==> config.mk <==
export PLATFORM = sky130hd
export DESIGN_NAME = chrlc_ring_cell
export DESIGN_NICKNAME = d
export VERILOG_FILES = /design/src/sv/chrlc_pkg.sv /design/src/sv/chrlc_ring_cell.sv
export SDC_FILE = /design/constraint.sdc
export NUM_CORES = 1
export LEC_CHECK = 0
export BUFFER_PORTS_ARGS = -buffer_cell sky130_fd_sc_hd__buf_2
export CAP_MARGIN = 20
export CORE_MARGIN = 8
export CORE_UTILIZATION = 35
export CTS_CLUSTER_SIZE = 20
export DETAILED_ROUTE_END_ITERATION = 12
export SLEW_MARGIN = 20
export SYNTH_ARGS = -nofsm -noshare
export SYNTH_HDL_FRONTEND = slang
export SYNTH_SLANG_ARGS = --single-unit
==> constraint.sdc <==
create_clock -name i_clk -period 12.22 [get_ports i_clk]
set_clock_uncertainty 0.15 [all_clocks]
set_input_delay 1.222 -clock i_clk [delete_from_list [all_inputs] [get_ports i_clk]]
set_output_delay 1.222 -clock i_clk [all_outputs]
set_load 0.1 [all_outputs]
==> src/sv/chrlc_pkg.sv <==
`timescale 1ns / 1ps
// Shared types, codes and constants of the routed LRU cache.
// No dependencies; used by every other file but the assertion header.
package chrlc_pkg;

    localparam int NODES_DEF   = 4;
    localparam int ENTRIES_DEF = 128;
    localparam int VNODES      = 3;
    localparam int RING_MOD    = 1000;
    localparam int POS_W       = 10;
    localparam int MAX_SLOTS   = 4;
    localparam int RING_W      = VNODES * POS_W;

    localparam logic KIND_GET = 1'b0;
    localparam logic KIND_SET = 1'b1;

    typedef enum logic [2:0] {
        ST_GET_HIT    = 3'd0,
        ST_GET_MISS   = 3'd1,
        ST_SET_UPDATE = 3'd2,
        ST_SET_INSERT = 3'd3,
        ST_SET_EVICT  = 3'd4,
        ST_NO_NODE    = 3'd5
    } t_status;

    typedef enum logic [2:0] {
        CFG_NODE_COUNT = 3'd0,
        CFG_RING_SLOT0 = 3'd1,
        CFG_RING_SLOT1 = 3'd2,
        CFG_RING_SLOT2 = 3'd3,
        CFG_RING_SLOT3 = 3'd4
    } t_cfg_idx;

    typedef struct packed {
        logic        kind;
        logic [63:0] key_tag;
        logic [9:0]  key_ring_hash;
        logic [63:0] write_value;
    } t_item;

    typedef struct packed {
        t_status     status;
        logic [1:0]  node_slot;
        logic [63:0] read_value;
        logic [7:0]  node_entry_count;
        logic [31:0] node_hits;
        logic [31:0] node_misses;
        logic [31:0] node_evictions;
        logic [31:0] total_requests;
        logic [31:0] total_hits;
    } t_result;

    // Running best vnode handed along the routing chain.
    typedef struct packed {
        logic             found;
        logic [POS_W-1:0] best;
        logic [1:0]       owner;
    } t_route;

    typedef struct packed {
        logic [63:0] key;
        logic [63:0] value;
        logic [31:0] stamp;
    } t_entry;

    // Fold a 10-bit position onto the ring; it stays below twice the modulus.
    function automatic logic [POS_W-1:0] reduce_pos(input logic [POS_W-1:0] p);
        logic [POS_W-1:0] r;
        r = (p >= POS_W'(RING_MOD)) ? p - POS_W'(RING_MOD) : p;
        return r;
    endfunction

endpackage

==> src/sv/chrlc_ring_cell.sv <==
`timescale 1ns / 1ps
// One routing cell: holds the vnode positions of one slot and updates the best owner.
// Depends on chrlc_pkg.
module chrlc_ring_cell #(
    parameter logic [1:0] SLOT = 2'd0
) (
    input  logic                          i_clk,
    input  logic                          i_rst_n,
    input  logic                          i_cfg_we,
    input  logic [chrlc_pkg::RING_W-1:0]  i_cfg_data,
    input  logic                          i_active,
    input  logic [chrlc_pkg::POS_W-1:0]   i_kpos,
    input  chrlc_pkg::t_route             i_route,
    output chrlc_pkg::t_route             o_route
);

    logic [chrlc_pkg::RING_W-1:0] r_ring;
    chrlc_pkg::t_route            r_route;
    chrlc_pkg::t_route            n_route;

    always_comb begin
        logic [chrlc_pkg::POS_W-1:0] p;
        logic [chrlc_pkg::POS_W-1:0] d;
        n_route = i_route;
        for (int j = 0; j < chrlc_pkg::VNODES; j++) begin
            p = chrlc_pkg::reduce_pos(r_ring[j*chrlc_pkg::POS_W +: chrlc_pkg::POS_W]);
            d = (p >= i_kpos) ? p - i_kpos
                              : p + chrlc_pkg::POS_W'(chrlc_pkg::RING_MOD) - i_kpos;
            if (i_active && (!n_route.found || d < n_route.best)) begin
                n_route.found = 1'b1;
                n_route.best  = d;
                n_route.owner = SLOT;
            end
        end
    end

    always_ff @(posedge i_clk) begin
        if (!i_rst_n) begin
            r_ring  <= '0;
            r_route <= '0;
        end else begin
            if (i_cfg_we) begin
                r_ring <= i_cfg_data;
            end
            r_route <= n_route;
        end
    end

    assign o_route = r_route;

endmodule

---- Word level (Yosys, flattened, before mapping) ----
Cells that the tools add are included.
storage, ports and cells
  input bits .............................. 57
  register bits ........................... 43
operators by class
  $add $sub $neg .......................... 12
  magnitude comparators ................... 9
  muxes and demuxes ....................... 9
  reductions and logical operators ........ 10
  bitwise logic cells ..................... 1
operators by type and width
  cell                                                       number
  2-to-1 mux 10 bit                                          6
  subtractor 10 bit                                          6
  2-to-1 mux 13 bit                                          3
  adder 10 bit, second input constant                        3
  greater-or-equal comparator 10 bit                         3
  greater-or-equal comparator 10 bit, second input constant  3
  < comparator 10 bit                                        3
  subtractor 10 bit, second input constant                   3
  OR reduction 4 bit                                         1
  logical AND 1 bit                                          3
  zero test 1 bit                                            3
  logical OR 1 bit                                           3
  inverter 1 bit                                             1

---- Logic depth before layout (Yosys ltp) ----
Gate-level depths: netlist of the first run.
  depth after elaboration ................. 17
  depth in mapped cells ................... 42

---- Least setup slack after synthesis of the first run ----
OpenSTA, ideal clock, no wires.
  kind .................................... input to register
  start point ............................. in i_kpos[4] (netlist name)
  end point ............................... reg r_route, in the netlist o_route[5]
  arrival ................................. 7719 ps
  data required time ...................... 11954 ps
  cell stages on the path ................. 35
  library setup time ...................... 116 ps
  path slack .............................. 4235 ps
  cell sequence ........................... inv_1 ha_1 inv_1 fa_1 a21o_1 a21oi_1 a31oi_1 or3_1 a21oi_1 nand2b_1 xnor2_1 ha_1 a21oi_1 o21a_2 nand4_1 nand2_1 clkbuf_8 nand2_1 mux2i_1 nor2_1 ha_1 and4_1 a211oi_1 nand2b_1 o31ai_4 buf_6 mux2i_1 ha_1 or3_1 o21ai_0 a21oi_1 a31o_2 a21o_4 buf_4 o211a_1
between the ends
  word-level cells in the longest chain between the ends .. 14
  elaborated cells between the ends (all ways) .. 26
ends and longest elaborated chain
  what                                                    line                   text
  start: declaration                                      chrlc_ring_cell.sv:12  input logic [chrlc_pkg::POS_W-1:0] i_kpos,
  subtractor 10 bit, or another cell as far along         chrlc_ring_cell.sv:28  : p + chrlc_pkg::POS_W'(chrlc_pkg::RING_MOD) - i_kpos;
  2-to-1 mux 10 bit                                       chrlc_ring_cell.sv:27  d = (p >= i_kpos) ? p - i_kpos
  < comparator 10 bit                                     chrlc_ring_cell.sv:29  if (i_active && (!n_route.found || d < n_route.best)) begin
  logical OR 1 bit                                        chrlc_ring_cell.sv:29
  logical AND 1 bit                                       chrlc_ring_cell.sv:29
  2-to-1 mux 13 bit                                       chrlc_ring_cell.sv:29
  < comparator 10 bit or zero test 1 bit (tied branches)  chrlc_ring_cell.sv:29
  logical OR 1 bit                                        chrlc_ring_cell.sv:29
  logical AND 1 bit                                       chrlc_ring_cell.sv:29
  2-to-1 mux 13 bit                                       chrlc_ring_cell.sv:29
  < comparator 10 bit or zero test 1 bit (tied branches)  chrlc_ring_cell.sv:29
  logical OR 1 bit                                        chrlc_ring_cell.sv:29
  logical AND 1 bit                                       chrlc_ring_cell.sv:29
  2-to-1 mux 13 bit *                                     chrlc_ring_cell.sv:29
  end signal: assignment                                  chrlc_ring_cell.sv:45  r_route <= n_route;
  end: declaration                                        chrlc_ring_cell.sv:18  chrlc_pkg::t_route r_route;
Mark *: on every way between the ends. The rest lies on a longest branch, timed or not.
A chain may end at the register's enable or synchronous reset.

---- Worst setup path after layout of the first run ----
  start point ............................. in i_kpos[1] (netlist name)
  end point ............................... reg r_route, in the netlist o_route[3]
The elaborated chain is that of the path after synthesis.

==> results.json, run 1 <==
{
  "status": "completed",
  "min_period_over_period_pct": 74.1,
  "cts_hold_buf": 0,
  "grt_max_degree": 37,
  "synth_edf_count": 0,
  "layout.nets": 981,
  "placed_cells": 1028,
  "areaGrowthSynthToFinish_pct": 11.7,
  "cp.required_ps": 12310,
  "path_class": "in2reg",
  "arrival_ps": 9140,
  "grt.overflow.total": 0,
  "finalMaxSlewViolations": 0,
  "setup-tns-final_ps": 0,
  "layout_setup_ws_ps": 3160,
  "postSynthCellCount": 747,
  "clock_path_buffers": 2,
  "clk_latency_ps": 300,
  "clock.fmax_ghz": 0.110,
  "min_from": "r_ring[0]",
  "postRouteAntennaNets": 0,
  "h-tree-depth": 2,
  "antenna_found_initial": 0,
  "maxCapViolCount": 0,
  "ff2ff_path_depth": 36,
  "drt_iter0_markers": 217,
  "grt_pass1_wl_mm": 27.6,
  "clkSinkCount": 43,
  "postCtsResizedCells": 0,
  "synth_fp_nets": 918,
  "grt_usage_pct": 15.8,
  "ys_types": 75,
  "final-setup-viol-count": 0,
  "cts_made_buffers": 5,
  "multi_input_area_um2": 4650,
  "coreArea_um2": 17100,
  "yosysTopAreaCell": "ha_1",
  "cp-end-kind": "flip-flop",
  "worst-path-buf-inv": 3,
  "numPortBuffers": 69,
  "viasPerCell": 5.04,
  "final_hold_viol_count": 0,
  "root_buffer": "clkbuf_16",
  "die_w_um": 147,
  "tightestPinTransition_ps": 952,
  "final-seq-area_um2": 861,
  "yosys-top-cells-count": "109 x inv_1, 99 x ha_1, 71 x nor2_1",
  "min_path_cells": 2,
  "preCtsSetupSlack_ps": 3040,
  "antennaDiodeCount": 0,
  "crit_path_max_fanout": 15,
  "cts_tree": "done",
  "path_common_cell": "ha_1",
  "drtPass1Iterations": 5,
  "rrSetupSlack_ps": 3330,
  "wire_per_inst_um": 16.1,
  "hold_class": "reg2reg",
  "ys_seq_area_share_pct": 14.3,
  "irDropWorstVdd_mv": 0.152,
  "drcViolationCount": 0,
  "total_power_uw": 974,
  "synth.top_cells.by_area": "ha_1 21%, dfxtp_1 14%, inv_1 6.8%",
  "holdPathEnd": "r_ring[0]",
  "clkTransAtPathRegs_ps": 60,
  "rsz0062_at_grt": "no",
  "grt_pass1_vias": 5437,
  "crit_slowest_cell": "o31ai_4",
  "ys_async_sr_fraction_pct": 0,
  "reg2reg_to": "o_route[3]",
  "dieArea_um2": 21600,
  "relSlewSlack_pct": 36.3,
  "synth_top_area_share_pct": 20.6,
  "vias": 5215,
  "crit_family": "compound AO/OA/AOI/OAI gates",
  "layout-drive-gt1-share_pct": 13.7,
  "synth-seq-cells": 43,
  "p_leak_uw": 0.00327,
  "syn-cell-area_um2": 6010,
  "dieHeight_um": 147,
  "critPathLaunchType": "primary input",
  "gp_congestion": 0.885,
  "fin_cells": 1035,
  "synth.avg_cell_area_um2": 8.04,
  "synth.yosys.warnings": 0,
  "r2r_start": "r_ring[8]",
  "hpwl_mm": 14.4,
  "cts_setup_buffers": 0,
  "max_stage_delay_ps": 630,
  "fp-row-count": 48,
  "yosysMostFrequentCell": "inv_1",
  "drt-total-wl_mm": 16.7,
  "layout_min_cycle_time_ps": 9060,
  "p_per_area_nw_per_um2": 145,
  "initial_core_util_pct": 35.2,
  "fill_cells": 1806,
  "synthFlopType": "dfxtp_1",
  "postLayoutCoreUtil_pct": 39.4,
  "io_pins": 70
}
[per-stage QoR]
step           hold WS [ps]  area, µm²
2_1_floorplan           310       6010
3_3_place_gp            332       6560
3_5_place_dp            336       6560
4_1_cts                 358       6710
5_1_grt                 407       6710
6_report                361       6710
[cell type report]
class / count / share of cell area (%)
inverters: 110 / 6.15
well taps: 225 / 4.19
flip-flops and latches: 43 / 12.8
clock buffers: 6 / 1.92
multi-input cells: 580 / 69.2
repair buffers: 70 / 5.26
clock inverters: 1 / 0.447
[cells by family (layout without fill, tap and decap cells)]
logic type / Yosys count / count (layout) / synth area share [%]
adder cells (fa/ha/maj): 114 / 114 / 25.6
XOR/XNOR: 34 / 34 / 4.96
AO/OA/AOI/OAI: 161 / 161 / 20.5
flip-flops: 43 / 43 / 14.3
AND/OR/NAND/NOR: 230 / 230 / 19.2
multiplexers: 41 / 41 / 7.06
buffers and inverters: 124 / 187 / 8.35
[cells in the final DEF (no fill, tap or decap), drive strengths merged, types with 10 or more instances in the layout]
cell type and n:
a21oi 36, fa 15, nor2b 22, nor3 19, o31ai 13, nand2 49
buf 70, xor2 10, xnor2 24, inv 109, mux2i 36, and2 12
dfxtp 43, o21a 10, o21ai 31, ha 99, nor2 72
[sequential cells by signal, summed over array words and instances, names as in the netlist]
name,count
o_route,13
r_ring,30
[report_power, final]
part | switching (µW) | leakage (µW) | total (µW) | internal [µW]
Clock | 55.2 | 0.0000769 | 151 | 95.4
Sequential | 8.86 | 0.000356 | 172 | 163
Combinational | 423 | 0.00284 | 652 | 229
[worst register-to-register path, delay by kind of cell, from the launching register on]
family,cells,cell delay [ps]
AND/OR/NAND/NOR,11,1950
XOR/XNOR,1,120
adder cells (fa/ha/maj),5,1770
buffers and inverters,1,90
flip-flops,1,350
multiplexers,3,1030
AO/OA/AOI/OAI,15,3400
[how the worst max path moves through the flow]
stage	depth (start not counted)	startpoint	endpoint
6_report	36	i_kpos[1]	o_route[3]
5_1_grt	35	i_kpos[1]	o_route[1]
4_1_cts	36	i_kpos[1]	o_route[3]
3_5_place_dp	36	i_kpos[1]	o_route[3]
3_3_place_gp	35	i_kpos[4]	o_route[3]
2_1_floorplan	35	i_kpos[4]	o_route[5]
[per-layer routing]
metal / global-route usage (%) / wire (µm) / vias to the layer above
li1: - / - / 2708
met4: 4.39 / 275 / 0
met2: 25.3 / 7190 / 115
met1: 21.4 / 8400 / 2375
met3: 2.98 / 812 / 17
met5: 0 / 0 / -
Note: power is estimated with default switching activity, not from simulation.
==> run 2: changes to the inputs <==
- clock period: 12.22 -> 7.5 ns (I/O delays scaled with it)
==> run 2 against run 1 <==
The run now ends with negative setup slack left. Combinational power rose by 130%. Sequential power is 63% higher. Die area is the same. Via count grew 8.9%. Clock power increased by 58%. Cell area grew 20%. Highest routed layer unchanged.
==> results.json, run 2 (same netlist as run 1, synthesis figures left out) <==
{
  "wl_met3_um": 995,
  "coreArea_um2": 17100,
  "status": "finished, violations left",
  "h-tree-depth": 2,
  "hpwl_mm": 15.1,
  "max_stage_delay_ps": 480,
  "path_class": "reg2reg",
  "areaGrowthSynthToFinish_pct": 34.0,
  "drtPass1Iterations": 4,
  "grt.overflow.total": 0,
  "grt_pass1_wl_mm": 28.6,
  "finalMaxSlewViolations": 0,
  "clock_path_buffers": 2,
  "cts_hold_buf": 0,
  "antenna_found_initial": 0,
  "wl_met2_mm": 8.04,
  "cts_tree": "done",
  "layout_common_cells": "111 x buf_4, 106 x inv_1, 89 x ha_1",
  "postRouteAntennaNets": 0,
  "wl_met1_mm": 8.70,
  "critPathLaunchType": "flip-flop",
  "layout.nets": 1100,
  "min_period_over_period_pct": 100,
  "rsz0062_at_grt": "yes",
  "reg2reg_to": "o_route[7]",
  "grt_usage_pct": 16.3,
  "final_cell_area_um2": 8060,
  "crit_slowest_cell": "fa_1",
  "vias": 5680,
  "r2r_start": "r_ring[6]",
  "wire_per_inst_um": 15.6,
  "hold_class": "reg2reg",
  "clkSinkCount": 43,
  "io_pins": 70,
  "final_hold_viol_count": 0,
  "fill_cells": 1703,
  "drt_iter0_markers": 225,
  "max_flop_register": "r_ring",
  "cp.required_ps": 7550,
  "irDropWorstVdd_mv": 0.220,
  "clk_latency_ps": 300,
  "p_per_area_nw_per_um2": 253,
  "rrSetupSlack_ps": -40,
  "antennaDiodeCount": 0,
  "viasPerCell": 4.92,
  "grt_pass1_vias": 5730,
  "arrival_ps": 7590,
  "layout-drive-gt1-share_pct": 30.8,
  "violations": "negative setup slack",
  "layout_min_cycle_time_ps": 7540,
  "min_from": "r_ring[0]",
  "numPortBuffers": 69,
  "post_dp_cell_area_um2": 7400,
  "die_w_um": 147,
  "hold_slack_ps": 348,
  "gp_congestion": 0.883,
  "ff2ff_path_depth": 36,
  "root_buffer": "clkbuf_16",
  "clock.fmax_ghz": 0.133,
  "drcViolationCount": 0,
  "p_leak_uw": 0.00393,
  "drt-total-wl_mm": 18.0,
  "fp-row-count": 48,
  "final-setup-viol-count": 7,
  "final_common_cell": "buf_4",
  "largest_reg_flops": 30,
  "dieArea_um2": 21600,
  "clkTransAtPathRegs_ps": 70,
  "tightestPinTransition_ps": 928,
  "top_layer_used": "met4",
  "layout_setup_ws_ps": -37.4,
  "min_path_cells": 2,
  "maxCapViolCount": 0,
  "grt_max_degree": 37,
  "crit_path_max_fanout": 8,
  "cp-end-kind": "flip-flop",
  "holdPathEnd": "r_ring[0]",
  "dieHeight_um": 147,
  "cts_made_buffers": 5,
  "relSlewSlack_pct": 37.9,
  "initial_core_util_pct": 35.2
}
==> run 2: cell count changes in the layout (fill, tap and decap cells not counted), sizes merged <==
cell,before,now
buf,70,189
inv,109,110
clkinv,1,2
bufinv,1,0
==> run 2: final cells by class <==
cell class | instances | area [µm²] | area share, %
clock buffer | 6 | 139 | 1.72
sequential | 43 | 871 | 10.8
tap | 225 | 282 | 3.49
clock inverter | 2 | 13.8 | 0.171
inverter | 110 | 413 | 5.13
multi-input combinational | 580 | 5040 | 62.6
timing repair buffer | 189 | 1300 | 16.1
==> run 2: worst max-delay path by stage <==
stage / startpoint / end / slack (ps) / cells after the start
after floorplan: r_ring[3] / o_route[5] / 5 / 37
after global placement: i_kpos[2] / o_route[6] / -240 / 35
after detailed placement: i_kpos[1] / o_route[4] / -410 / 37
after CTS: r_ring[8] / o_route[5] / 8 / 36
after global routing: r_ring[8] / o_route[7] / -380 / 37
final: r_ring[6] / o_route[7] / -40 / 36
==> run 2: metrics by stage <==
| stage | util, % | worst slack (ps) | power [µW] | TNS [ps] | std cells |
|---|---|---|---|---|---|
| 6_report | 47.2 | -37.4 | 2040 | -172 | 1155 |
| 5_1_grt | 47.2 | -380 | 2170 | -4120 | 1155 |
| 4_1_cts | 45.3 | 7.57 | 1850 | 0 | 1145 |
| 3_5_place_dp | 43.4 | -410 | 1540 | -4540 | 1131 |
| 3_3_place_gp | 43.4 | -236 | 1530 | -2570 | 1131 |
| 2_1_floorplan | - | 4.94 | 1130 | 0 | 747 |
==> run 2: where the power goes <==
group	internal (µW)	switching (µW)	total, µW
combinational	690	827	1520
clock	134	105	239
sequential	265	15.2	280
==> run 2: metal layers <==
layer	track usage (%)	up-vias
met5	0	-
met4	4.59	0
met3	2.68	12
met2	26.8	125
met1	21.7	2597
li1	-	2946
==> run 2: worst max-delay path, delay by kind of cell, from the launching register on <==
kind | cells | cell delay, ps
compound gates | 15 | 2760
xor+xnor | 1 | 130
fa+ha+maj | 5 | 1460
buf+inv | 3 | 350
flops | 1 | 330
mux | 2 | 440
simple gates | 10 | 1820
==> run 2: timing repair <==
action / in CTS / in global routing
gates resized for setup: 31 / 43
pin swaps: 22 / 35
endpoints found under the setup margin: 12 / 12
setup buffers: 6 / 10
==> run 3: changes to the inputs <==
- clock period: 7.5 -> 6.91 ns (I/O delays scaled with it)
==> run 3 against run 2 <==
The run still ends with negative setup slack left. Maximum frequency shrank 0.87%. Wire length up 1.7%. Total power rose by 14%. Sequential share of layout area shrank 0.30 points. Flip-flop and latch count did not move. Via count is 2.4% higher. Die area unchanged. Cell area up 2.9%. Combinational power increased by 12%. Clock power rose by 33%. Largest cell class unchanged. Largest power group unchanged. Highest routed layer unchanged.
==> results.json, run 3 (same netlist as run 1, synthesis figures left out) <==
{
  "dieHeight_um": 147,
  "grt_pass1_wl_mm": 29.1,
  "layout.nets": 1125,
  "fp-row-count": 48,
  "finalMaxSlewViolations": 0,
  "drt_iter0_markers": 293,
  "startpoint": "r_ring[7]",
  "status": "finished, violations left",
  "cts_made_buffers": 5,
  "layout_common_cells": "135 x buf_4, 106 x inv_1, 89 x ha_1",
  "drt-total-wl_mm": 18.3,
  "ff2ff_path_depth": 36,
  "clkSinkCount": 43,
  "preCtsSetupSlack_ps": -902,
  "fin_cells": 1180,
  "gp_congestion": 0.919,
  "grt_usage_pct": 16.7,
  "grt_util_met2_pct": 26.9,
  "path_class": "reg2reg",
  "postLayoutCoreUtil_pct": 48.6,
  "placed_cells": 1157,
  "violations": "negative setup slack",
  "root_buffer": "clkbuf_16",
  "cp-end-kind": "flip-flop",
  "cts_tree": "done",
  "layout-drive-gt1-share_pct": 32.7,
  "vias": 5817,
  "cts_hold_buf": 0,
  "dieArea_um2": 21600,
  "drcViolationCount": 0,
  "p_leak_uw": 0.00407,
  "viasPerCell": 4.93,
  "max_flop_register": "r_ring",
  "die_w_um": 147,
  "cp.required_ps": 6950,
  "postRouteAntennaNets": 0,
  "p_per_area_nw_per_um2": 279,
  "final_cell_area_um2": 8290,
  "layout_setup_ws_ps": -693,
  "grt_pass1_vias": 5700,
  "areaGrowthSynthToFinish_pct": 37.9,
  "min_period_over_period_pct": 110,
  "reg2reg_to": "o_route[5]",
  "clock_path_buffers": 2,
  "tightestPinTransition_ps": 896,
  "layout_min_cycle_time_ps": 7600,
  "h-tree-depth": 2,
  "min_from": "r_ring[20]",
  "drtPass1Iterations": 5,
  "grt_use_met1_pct": 22.8,
  "holdPathEnd": "r_ring[20]",
  "globalRouteMet3Util_pct": 2.77,
  "largest_reg_flops": 30,
  "critPathLaunchType": "flip-flop",
  "busiest_layer": "met2",
  "maxCapViolCount": 0,
  "initial_core_util_pct": 35.2,
  "hold_class": "reg2reg",
  "fill_cells": 1667,
  "r2r_start": "r_ring[7]",
  "wire_per_inst_um": 15.5,
  "rsz0062_at_grt": "yes",
  "crit_slowest_cell": "fa_1",
  "final-setup-viol-count": 12,
  "final_common_cell": "buf_4",
  "coreArea_um2": 17100,
  "clkTransAtPathRegs_ps": 70,
  "io_pins": 70,
  "clk_latency_ps": 310,
  "hold_slack_ps": 368,
  "path_common_cell": "ha_1",
  "antennaDiodeCount": 0,
  "hpwl_mm": 15.2,
  "rrSetupSlack_ps": -690,
  "arrival_ps": 7650,
  "irDropWorstVdd_mv": 0.254,
  "grt_max_degree": 37,
  "relSlewSlack_pct": 40.2,
  "min_path_cells": 2,
  "max_stage_delay_ps": 450,
  "clock.fmax_ghz": 0.132,
  "grt.overflow.total": 0,
  "antenna_found_initial": 0,
  "final_hold_viol_count": 0,
  "numPortBuffers": 69,
  "post_dp_cell_area_um2": 7620,
  "crit_path_max_fanout": 8
}
[run 3: cell count changes in the layout (fill, tap and decap cells not counted), moves of 2 or more]
cell       before  now
bufinv_16       0    2
nor2_4          1    3
buf_4         111  135
nor2_2          5    2
[run 3: worst max-delay path by stage]
stage	end	slack, ps	depth (start not counted)
2_1_floorplan	o_route[5]	-390	37
3_3_place_gp	o_route[8]	-720	36
3_5_place_dp	o_route[5]	-900	37
4_1_cts	o_route[5]	-530	37
5_1_grt	o_route[2]	-1070	40
6_report	o_route[5]	-690	36
[run 3: per-layer routing]
layer  up-vias  wire (µm)
li1       2994          -
met1      2676       8980
met2       128       8270
met3        19        751
met4         0        276
met5         -          0
[run 3: stage by stage]
step,TNS (ps),total power [µW]
after floorplan,-3940,1240
after global placement,-7960,1720
after detailed placement,-10060,1730
after CTS,-5890,2220
after global routing,-12370,2470
final,-7840,2310
[run 3: critical path: cells and delay by family, from the launching register on]
kind / cells / cell delay (ps)
multiplexers: 2 / 500
XOR/XNOR: 1 / 60
AND/OR/NAND/NOR: 11 / 1800
flip-flops: 1 / 330
buffers and inverters: 3 / 360
AO/OA/AOI/OAI: 14 / 2670
adder cells (fa/ha/maj): 5 / 1590
[run 3: layout make-up]
| class | count | area, µm² | area share, % |
|---|---|---|---|
| Timing Repair Buffer | 214 | 1490 | 18.0 |
| Inverter | 110 | 413 | 4.98 |
| Clock buffer | 6 | 129 | 1.55 |
| Clock inverter | 2 | 60.1 | 0.725 |
| Tap cell | 225 | 282 | 3.40 |
| Sequential cell | 43 | 871 | 10.5 |
| Multi-Input combinational cell | 580 | 5040 | 60.9 |
[run 3: timing repair]
action / in CTS / in global routing
pin swaps: 28 / 23
cloned: 1 / 0
gates resized for setup: 44 / 26
setup endpoints to repair: 12 / 12
buffers inserted: 8 / 7
[run 3: where the power goes]
part           internal, µW  switching [µW]  total [µW]
clock                   208             111         318
sequential              287            13.6         301
combinational           772             923        1700
